File: src/hdl/ppmhp_pkg.sv
// Shared constants for the PPM P6 header parser: phase codes, status codes, character codes, widths and limits.
package ppmhp_pkg;

    // parser phase codes
    localparam logic [3:0] PH_MAGIC0  = 4'd0;
    localparam logic [3:0] PH_MAGIC1  = 4'd1;
    localparam logic [3:0] PH_PRE     = 4'd2;
    localparam logic [3:0] PH_COMMENT = 4'd3;
    localparam logic [3:0] PH_WIDTH   = 4'd4;
    localparam logic [3:0] PH_SP1     = 4'd5;
    localparam logic [3:0] PH_HEIGHT  = 4'd6;
    localparam logic [3:0] PH_SP2     = 4'd7;
    localparam logic [3:0] PH_MAXV    = 4'd8;
    localparam logic [3:0] PH_PAYLOAD = 4'd9;
    localparam logic [3:0] PH_ERROR   = 4'd10;

    // result status codes
    localparam logic [2:0] ST_OK     = 3'd0;
    localparam logic [2:0] ST_SHORT  = 3'd1;
    localparam logic [2:0] ST_MAGIC  = 3'd2;
    localparam logic [2:0] ST_HEADER = 3'd3;
    localparam logic [2:0] ST_TRUNC  = 3'd4;

    // character codes
    localparam logic [7:0] CH_P     = 8'h50;
    localparam logic [7:0] CH_SIX   = 8'h36;
    localparam logic [7:0] CH_HASH  = 8'h23;
    localparam logic [7:0] CH_LF    = 8'h0A;
    localparam logic [7:0] CH_CR    = 8'h0D;
    localparam logic [7:0] CH_TAB   = 8'h09;
    localparam logic [7:0] CH_SPACE = 8'h20;
    localparam logic [7:0] CH_ZERO  = 8'h30;
    localparam logic [7:0] CH_NINE  = 8'h39;

    // byte counter and header length widths
    localparam int COUNT_W = 40;
    localparam int HL_W    = COUNT_W + 1;
    localparam logic [COUNT_W-1:0] COUNT_MAX = {COUNT_W{1'b1}};
    localparam int MIN_FILE_LEN = 16;

    // maxval accumulator
    localparam int MAXV_W = 9;
    localparam logic [MAXV_W-1:0] MAXV_CAP  = 9'd256;
    localparam logic [MAXV_W-1:0] MAXV_WANT = 9'd255;

    // field widths of the result item
    localparam int STATUS_W = 3;
    localparam int DIM_OUT_W = 16;
    localparam int OFFSET_W = 32;

endpackage

File: src/hdl/ppm_p6_header_parser.sv
// Top level of the PPM P6 header parser: byte stream in, one status item per file out.
// Result path: the final byte of a file is taken into the input register, and the parse
//   logic then loads the result register from it.
// Throughput: one byte per cycle; the input side stalls only while a finished result waits
//   and the next final byte reaches the parse stage.
// Reset: rst_n clears all parser state and both valid flags at once; no clearing pass.
module ppm_p6_header_parser
    import ppmhp_pkg::*;
#(
    parameter int DIM_BITS = 16
)
(
    input  logic        clk,
    input  logic        rst_n,
    // input stream
    input  logic        s_axis_tvalid,
    output logic        s_axis_tready,
    input  logic [7:0]  s_axis_tdata,   // [7:0] data_byte
    input  logic        s_axis_tlast,   // last byte of the file
    // result stream
    output logic        m_axis_tvalid,
    input  logic        m_axis_tready,
    output logic [71:0] m_axis_tdata    // [2:0] status, [18:3] width, [34:19] height,
                                        // [66:35] payload_offset, [71:67] zero
);

    localparam int ACC_W  = DIM_BITS + 1;       // holds up to 2^DIM_BITS (the cap)
    localparam int PROD_W = 2 * DIM_BITS;
    localparam int NEED_W = PROD_W + 2;
    localparam int SUM_W  = (NEED_W + 1 > HL_W + 1) ? NEED_W + 1 : HL_W + 1;
    localparam logic [ACC_W-1:0] DIM_CAP = {1'b1, {DIM_BITS{1'b0}}};

    // ------------------------------------------------------------------
    // Decimal accumulate with cap: acc*10 + digit, clamped.
    // ------------------------------------------------------------------
    function automatic logic [ACC_W-1:0] dim_accum(input logic [ACC_W-1:0] acc,
                                                   input logic [7:0] c);
        logic [ACC_W+3:0] v;
        begin
            v = ({3'b000, acc, 1'b0} + {1'b0, acc, 3'b000})
                + (ACC_W + 4)'(c - CH_ZERO);
            dim_accum = (v > (ACC_W + 4)'(DIM_CAP)) ? DIM_CAP : v[ACC_W-1:0];
        end
    endfunction

    function automatic logic [MAXV_W-1:0] maxv_accum(input logic [MAXV_W-1:0] acc,
                                                     input logic [7:0] c);
        logic [MAXV_W+3:0] v;
        begin
            v = ({3'b000, acc, 1'b0} + {1'b0, acc, 3'b000})
                + (MAXV_W + 4)'(c - CH_ZERO);
            maxv_accum = (v > (MAXV_W + 4)'(MAXV_CAP)) ? MAXV_CAP : v[MAXV_W-1:0];
        end
    endfunction

    // ------------------------------------------------------------------
    // Input register
    // ------------------------------------------------------------------
    logic       in_valid_reg;
    logic [7:0] in_byte_reg;
    logic       in_last_reg;
    logic       advance;

    // a byte moves on unless it is a final byte and the result slot is still full
    assign advance = in_valid_reg && (!in_last_reg || !m_axis_tvalid || m_axis_tready);
    assign s_axis_tready = !in_valid_reg || advance;

    always_ff @(posedge clk or negedge rst_n)
    begin
        if (!rst_n)
        begin
            in_valid_reg <= 1'b0;
        end
        else if (s_axis_tready)
        begin
            in_valid_reg <= s_axis_tvalid;
        end
    end

    always_ff @(posedge clk)
    begin
        if (s_axis_tready && s_axis_tvalid)
        begin
            in_byte_reg <= s_axis_tdata;
            in_last_reg <= s_axis_tlast;
        end
    end

    // ------------------------------------------------------------------
    // Parser state
    // ------------------------------------------------------------------
    logic [3:0]         phase_reg, phase_next;
    logic [COUNT_W-1:0] byte_count_reg, byte_count_next;
    logic [ACC_W-1:0]   width_acc_reg, width_acc_next;
    logic [ACC_W-1:0]   height_acc_reg, height_acc_next;
    logic [MAXV_W-1:0]  maxval_acc_reg, maxval_acc_next;
    logic [HL_W-1:0]    header_len_reg, header_len_next;
    logic [2:0]         error_code_reg, error_code_next;

    logic is_ws;
    logic is_digit;
    logic [7:0] c;

    assign c        = in_byte_reg;
    assign is_ws    = c inside {CH_SPACE, CH_TAB, CH_CR, CH_LF};
    assign is_digit = c inside {[CH_ZERO:CH_NINE]};

    always_comb
    begin
        phase_next      = phase_reg;
        width_acc_next  = width_acc_reg;
        height_acc_next = height_acc_reg;
        maxval_acc_next = maxval_acc_reg;
        header_len_next = header_len_reg;
        error_code_next = error_code_reg;
        byte_count_next = (byte_count_reg != COUNT_MAX) ? byte_count_reg + 1'b1
                                                        : byte_count_reg;
        case (phase_reg)
            PH_MAGIC0:
            begin
                if (c == CH_P)
                    phase_next = PH_MAGIC1;
                else
                begin
                    phase_next      = PH_ERROR;
                    error_code_next = ST_MAGIC;
                end
            end
            PH_MAGIC1:
            begin
                if (c == CH_SIX)
                    phase_next = PH_PRE;
                else
                begin
                    phase_next      = PH_ERROR;
                    error_code_next = ST_MAGIC;
                end
            end
            PH_PRE:
            begin
                if (is_ws)
                    phase_next = PH_PRE;
                else if (c == CH_HASH)
                    phase_next = PH_COMMENT;
                else if (is_digit)
                begin
                    width_acc_next = dim_accum(width_acc_reg, c);
                    phase_next     = PH_WIDTH;
                end
                else
                begin
                    phase_next      = PH_ERROR;
                    error_code_next = ST_HEADER;
                end
            end
            PH_COMMENT:
            begin
                if (c == CH_LF)
                    phase_next = PH_PRE;
            end
            PH_WIDTH:
            begin
                if (is_digit)
                    width_acc_next = dim_accum(width_acc_reg, c);
                else if (is_ws)
                    phase_next = PH_SP1;
                else
                begin
                    phase_next      = PH_ERROR;
                    error_code_next = ST_HEADER;
                end
            end
            PH_SP1:
            begin
                if (is_ws)
                    phase_next = PH_SP1;
                else if (is_digit)
                begin
                    height_acc_next = dim_accum(height_acc_reg, c);
                    phase_next      = PH_HEIGHT;
                end
                else
                begin
                    phase_next      = PH_ERROR;
                    error_code_next = ST_HEADER;
                end
            end
            PH_HEIGHT:
            begin
                if (is_digit)
                    height_acc_next = dim_accum(height_acc_reg, c);
                else if (is_ws)
                    phase_next = PH_SP2;
                else
                begin
                    phase_next      = PH_ERROR;
                    error_code_next = ST_HEADER;
                end
            end
            PH_SP2:
            begin
                if (is_ws)
                    phase_next = PH_SP2;
                else if (is_digit)
                begin
                    maxval_acc_next = maxv_accum(maxval_acc_reg, c);
                    phase_next      = PH_MAXV;
                end
                else
                begin
                    phase_next      = PH_ERROR;
                    error_code_next = ST_HEADER;
                end
            end
            PH_MAXV:
            begin
                if (is_digit)
                    maxval_acc_next = maxv_accum(maxval_acc_reg, c);
                else if (is_ws && width_acc_reg != '0 && height_acc_reg != '0
                         && !width_acc_reg[DIM_BITS] && !height_acc_reg[DIM_BITS]
                         && maxval_acc_reg == MAXV_WANT)
                begin
                    header_len_next = {1'b0, byte_count_reg} + 1'b1;
                    phase_next      = PH_PAYLOAD;
                end
                else
                begin
                    phase_next      = PH_ERROR;
                    error_code_next = ST_HEADER;
                end
            end
            PH_PAYLOAD:
            begin
                phase_next = PH_PAYLOAD;
            end
            default:
            begin
                phase_next = PH_ERROR;
            end
        endcase
    end

    always_ff @(posedge clk or negedge rst_n)
    begin
        if (!rst_n)
        begin
            phase_reg      <= PH_MAGIC0;
            byte_count_reg <= '0;
            width_acc_reg  <= '0;
            height_acc_reg <= '0;
            maxval_acc_reg <= '0;
            header_len_reg <= '0;
            error_code_reg <= ST_OK;
        end
        else if (advance)
        begin
            if (in_last_reg)
            begin
                // end of file: start over for the next one
                phase_reg      <= PH_MAGIC0;
                byte_count_reg <= '0;
                width_acc_reg  <= '0;
                height_acc_reg <= '0;
                maxval_acc_reg <= '0;
                header_len_reg <= '0;
                error_code_reg <= ST_OK;
            end
            else
            begin
                phase_reg      <= phase_next;
                byte_count_reg <= byte_count_next;
                width_acc_reg  <= width_acc_next;
                height_acc_reg <= height_acc_next;
                maxval_acc_reg <= maxval_acc_next;
                header_len_reg <= header_len_next;
                error_code_reg <= error_code_next;
            end
        end
    end

    // ------------------------------------------------------------------
    // Payload size: w*h then *3, one register each. Runs every cycle; the
    // dimensions are final once the height field ends, and the maxval field
    // plus its trailing space give at least four bytes before the payload.
    // ------------------------------------------------------------------
    logic [PROD_W-1:0] prod_reg;
    logic [NEED_W-1:0] need_reg;

    always_ff @(posedge clk)
    begin
        prod_reg <= width_acc_reg[DIM_BITS-1:0] * height_acc_reg[DIM_BITS-1:0];
        need_reg <= {prod_reg, 1'b0} + NEED_W'(prod_reg);
    end

    // ------------------------------------------------------------------
    // Result of the final byte
    // ------------------------------------------------------------------
    logic [2:0]           status_next;
    logic [SUM_W-1:0]     end_pos;
    logic [DIM_BITS+DIM_OUT_W-1:0] width_ext, height_ext;
    logic [DIM_OUT_W-1:0] width_res, height_res;
    logic [OFFSET_W-1:0]  offset_res;

    assign end_pos = SUM_W'(header_len_next) + SUM_W'(need_reg);

    always_comb
    begin
        if (byte_count_next < COUNT_W'(MIN_FILE_LEN))
            status_next = ST_SHORT;
        else if (phase_next == PH_ERROR)
            status_next = error_code_next;
        else if (phase_next != PH_PAYLOAD)
            status_next = ST_HEADER;
        else if (end_pos > SUM_W'(byte_count_next))
            status_next = ST_TRUNC;
        else
            status_next = ST_OK;
    end

    assign width_ext  = {{DIM_OUT_W{1'b0}}, width_acc_next[DIM_BITS-1:0]};
    assign height_ext = {{DIM_OUT_W{1'b0}}, height_acc_next[DIM_BITS-1:0]};
    assign width_res  = width_ext[DIM_OUT_W-1:0];
    assign height_res = height_ext[DIM_OUT_W-1:0];
    // saturate the offset to 32 bits
    assign offset_res = (header_len_next[HL_W-1:OFFSET_W] != '0) ? {OFFSET_W{1'b1}}
                                                               : header_len_next[OFFSET_W-1:0];

    logic                 out_valid_reg;
    logic [2:0]           out_status_reg;
    logic [DIM_OUT_W-1:0] out_width_reg;
    logic [DIM_OUT_W-1:0] out_height_reg;
    logic [OFFSET_W-1:0]  out_offset_reg;
    logic                 load_result;

    assign load_result = advance && in_last_reg;

    always_ff @(posedge clk or negedge rst_n)
    begin
        if (!rst_n)
        begin
            out_valid_reg <= 1'b0;
        end
        else if (load_result)
        begin
            out_valid_reg <= 1'b1;
        end
        else if (m_axis_tready)
        begin
            out_valid_reg <= 1'b0;
        end
    end

    always_ff @(posedge clk)
    begin
        if (load_result)
        begin
            out_status_reg <= status_next;
            if (status_next == ST_OK)
            begin
                out_width_reg  <= width_res;
                out_height_reg <= height_res;
                out_offset_reg <= offset_res;
            end
            else
            begin
                out_width_reg  <= '0;
                out_height_reg <= '0;
                out_offset_reg <= '0;
            end
        end
    end

    assign m_axis_tvalid = out_valid_reg;
    assign m_axis_tdata  = {5'b00000, out_offset_reg, out_height_reg, out_width_reg,
                            out_status_reg};

    // ------------------------------------------------------------------
    // Assertions
    // ------------------------------------------------------------------
    a_payload_header_sane: assert property (@(posedge clk) disable iff (!rst_n)
        phase_reg == PH_PAYLOAD |-> width_acc_reg != '0 && height_acc_reg != '0
            && !width_acc_reg[DIM_BITS] && !height_acc_reg[DIM_BITS]
            && maxval_acc_reg == MAXV_WANT)
        else $error("payload phase reached with an invalid header");

    a_stall_only_on_final: assert property (@(posedge clk) disable iff (!rst_n)
        in_valid_reg && !advance |-> in_last_reg && out_valid_reg && !m_axis_tready)
        else $error("parse stage stalled without a pending result");

    a_ok_has_dims: assert property (@(posedge clk) disable iff (!rst_n)
        out_valid_reg && out_status_reg == ST_OK |-> out_width_reg != '0
            || DIM_BITS > DIM_OUT_W)
        else $error("ok result with zero width");

    a_fail_zero_fields: assert property (@(posedge clk) disable iff (!rst_n)
        out_valid_reg && out_status_reg != ST_OK |-> out_width_reg == '0
            && out_height_reg == '0 && out_offset_reg == '0)
        else $error("failed result carries nonzero fields");

    a_reset_after_final: assert property (@(posedge clk) disable iff (!rst_n)
        load_result |=> phase_reg == PH_MAGIC0 && byte_count_reg == '0)
        else $error("parser state not cleared after final byte");

endmodule
File: config.mk
export PLATFORM = sky130hd
export DESIGN_NAME = ppm_p6_header_parser
export DESIGN_NICKNAME = d
export VERILOG_FILES = /design/src/hdl/ppmhp_pkg.sv /design/src/hdl/ppm_p6_header_parser.sv
export SDC_FILE = /design/constraint.sdc
export NUM_CORES = 2
export LEC_CHECK = 0
export BUFFER_PORTS_ARGS = -buffer_cell sky130_fd_sc_hd__buf_2
export CORE_MARGIN = 4
export CORE_UTILIZATION = 40
export DETAILED_ROUTE_END_ITERATION = 8
export PLACE_DENSITY_LB_ADDON = 0.15
export SLEW_MARGIN = 0
export SYNTH_ARGS = -nofsm -noshare
export SYNTH_HDL_FRONTEND = slang
export SYNTH_SLANG_ARGS = --single-unit
File: constraint.sdc
create_clock -name clk -period 15.3 [get_ports clk]
set_input_delay 3.06 -clock clk [delete_from_list [all_inputs] [get_ports clk]]
set_output_delay 3.06 -clock clk [all_outputs]
set_load 0.005 [all_outputs]
==> summary.txt <==
STA
  – Slew of the pin with the lowest slew margin: 1.18 ns
  – Slew Viols, Final: 0
  – Final hold violation count: 0
  – Ratio of final minimum period to clock period: 0.566
  – Setup_tns: 0 ns
  – Rel. slew slack: 0.215
  – Max Freq: 0.115 GHz
  – Fin Hold WS: approximately 0.38 ns
  – Setup violators final: 0
  – Final min period: 8.66 ns
  – Clock skew: 0.0178 ns
  – RSZ-0062 raised after global routing: false

Run status
  – Outcome: complete, no violations

Yosys
  – Post-synthesis sequential area ratio: 0.243
  – Largest area contributor in the netlist: fa_1
  – Post-Syn Area: 0.0285 sq mm
  – Yosys reg bits: 275
  – FFs w/ async S/R, synth: 0.484
  – Top post-synthesis cells by area: fa_1 (17%), ha_1 (12%), dfrtp_1 (12%)
  – Post-Synthesis Cells: 3,171
  – Top_reg_cell synth: dfrtp_1
  – EDFF count, synth: 76
  – Proportion of netlist area held by the largest area contributor: 0.166
  – Most frequent cells after synthesis: nand2_1 (365), inv_1 (328), ha_1 (274)
  – Count of cell types in the netlist: 91
  – Syn_area_per_cell: approximately 9 sq um
  – Most numerous cell in the Yosys netlist: nand2_1
  – Total of warnings raised by yosys: 0

Layout
  – Share of layout cells above drive strength 1: 0.0856
  – Fillers: ~7,000
  – N_diodes: 0
  – Layout Nets: 3,694
  – Register area: around 0.0069 sq mm
  – Area of the multi-input gates: 0.0197 sq mm
  – Final core occ: 0.441
  – Area growth syn-to-layout: 8.79%
  – Largest register FFs: 41
  – Non-filler cells in the finished layout: 4,140

Power and ir drop
  – Sw Ratio: 0.286
  – Seq pwr share: 0.399
  – Worst VDD drop: 0.0000754 V
  – Power density cells: roughly 63 mW/mm^2
  – Leakage power: 14.7 nW
  – Power Total: 1.96 mW
  – P_int: approximately 1.4 mW
  – Net Sw Power: 0.561 mW
  – Clock group share of total power: 0.475
  – Combinational Power Share: 0.126

Worst setup path
  – Crit path arrival time: 9.01 ns
  – Register-to-Register Path Depth: 31
  – CP Capture Type: register
  – Crit-path max FO: 63
  – Worst R2R Start: c[4]
  – Reg2reg setup slack: between 6 and 7 ns
  – Critical Path Slowest Stage Cell: o31ai_1
  – Crit start category: register
  – Worst setup path class: reg2reg
  – Worst EP required: 15.64 ns
  – Max stage delay on crit path: about 0.69 ns
  – Reg2Reg Capture Point: out_height_reg[12]

CTS
  – Htree depth: 2
  – Later-pin clock latency in the skew report: 0.56 ns
  – CTS tree: yes
  – Cts repair resizes: 0
  – TritonCTS Buffers: 37
  – Post-CTS Setup Bufs: 0
  – Clk sink count: between 200 and 300
  – Clk buf depth: 3
  – CTS Root Cell: clkbuf_16
  – CTS clk-pin slew, worst paths: 0.06 ns
  – Post-CTS Hold Buffers: 0

Place
  – GPL Wtd Cong: 0.900
  – Cell count after placement: 4,072
  – IO Port Bufs: 81
  – Dpl hpwl: approximately 66,000 microns

Min path
  – Worst hold endpoint: need_reg[0]
  – Worst hold path startpoint: prod_reg[0]
  – Hold Path Depth: 0
  – Hold Path Class: reg2reg

Routing
  – Via/cell ratio: 5.61
  – Pre-antenna DRT Iters: 5
  – DRT antenna net count: 0
  – Initial drt markers: 1,528
  – Total wire length: 86,500 microns
  – # DRC: 0
  – Wirelength per Cell: around 21 microns
  – Vias post-DR: 23,200

Global routing
  – GRT Overall Usage: 0.228
  – Largest net degree at the start of global routing: 84
  – Vias in the first global route: around 24,000
  – First-pass GRT wire length: 136,000 microns
  – Initial antenna violation count: 0
  – Grt ovf: 0

Floorplan
  – Placement Rows: 97
  – Die width: 275 microns
  – Initial Util: 0.405
  – Die Ht: 275 microns
  – DIE AREA: 0.0756 sq mm
  – CORE AREA: 0.0704 sq mm
  – Ports: 87

Run
  – Max_cap viols: 0
-- stage by stage --
step	instance area [sq um]	setup slack, ns
floorplan	28500	8.11
global placement	29700	6.90
detailed placement	29700	6.70
CTS	31000	6.64
global route	31000	5.93
finish	31000	6.64
-- power groups by stage --
stage	clock [mW]	sequential (mW)	combinational (mW)
after floorplan	0	0.790	0.177
after global placement	0	0.798	0.245
after detailed placement	0	0.798	0.246
after CTS	0.953	0.784	0.247
after global routing	0.981	0.786	0.269
final	0.932	0.784	0.247
-- critical path: cells and delay by family, from the launching register on --
kind / cells / cell delay (ns)
buffers and inverters: 4 / 1.00
AND/OR/NAND/NOR: 6 / 1.29
XOR/XNOR: 1 / 0.16
adder cells (fa/ha/maj): 4 / 1.16
AO/OA/AOI/OAI: 16 / 4.28
flip-flops: 1 / 0.46
-- metal layers --
metal / share of wire / track usage / wire [microns] / vias up
li1: - / - / - / 10900
met1: 0.45 / 0.311 / 38700 / 11600
met2: 0.48 / 0.387 / 41600 / 593
met3: 0.045 / 0.0286 / 3890 / 119
met4: 0.026 / 0.0598 / 2260 / 0
met5: 0 / 0 / 0 / -
-- cells by family after synthesis --
logic type / synth area share
other: 0.000132
AND/OR/NAND/NOR: 0.189
flip-flops: 0.243
buffers and inverters: 0.0690
AO/OA/AOI/OAI: 0.154
adder cells (fa/ha/maj): 0.286
multiplexers: 0.00825
XOR/XNOR: 0.0504
-- cells in the final DEF (no fill, tap or decap), types with 21 or more instances in the layout --
cell type	count
nand2_1	363
inv_1	327
ha_1	274
fa_1	236
nor2_1	169
o21ai_0	163
a21oi_1	146
dfrtp_1	133
and2_1	119
xnor2_1	104
buf_2	80
edfxtp_1	76
a21o_1	72
nand3_1	69
dfxtp_1	66
a22o_1	61
xor2_1	60
nor3_1	47
buf_4	41
nor3_2	40
clkbuf_16	37
nand4_1	36
nor4_1	29
and3_1	27
a211oi_1	27
nand2b_1	26
o21a_1	22
or3_1	22
nor2b_1	22
a31oi_1	21
-- layout make-up --
type | count | share of cell area
well taps | 940 | 0.0379
clock buffers | 42 | 0.0308
multi-input cells | 2406 | 0.634
repair buffers | 122 | 0.0232
flip-flops and latches | 275 | 0.223
inverters | 329 | 0.0399
clock inverters | 26 | 0.0107
-- how the worst max path moves through the flow --
stage	slack [ns]	endpoint	start
finish	6.64	out_height_reg[12]	c[4]
global route	5.93	out_height_reg[12]	c[4]
CTS	6.64	out_height_reg[12]	c[4]
detailed placement	6.70	out_height_reg[12]	c[4]
global placement	6.90	out_status_reg[2]	c[4]
floorplan	8.11	out_height_reg[10]	c[4]
Power figures use the tool's default switching activity.
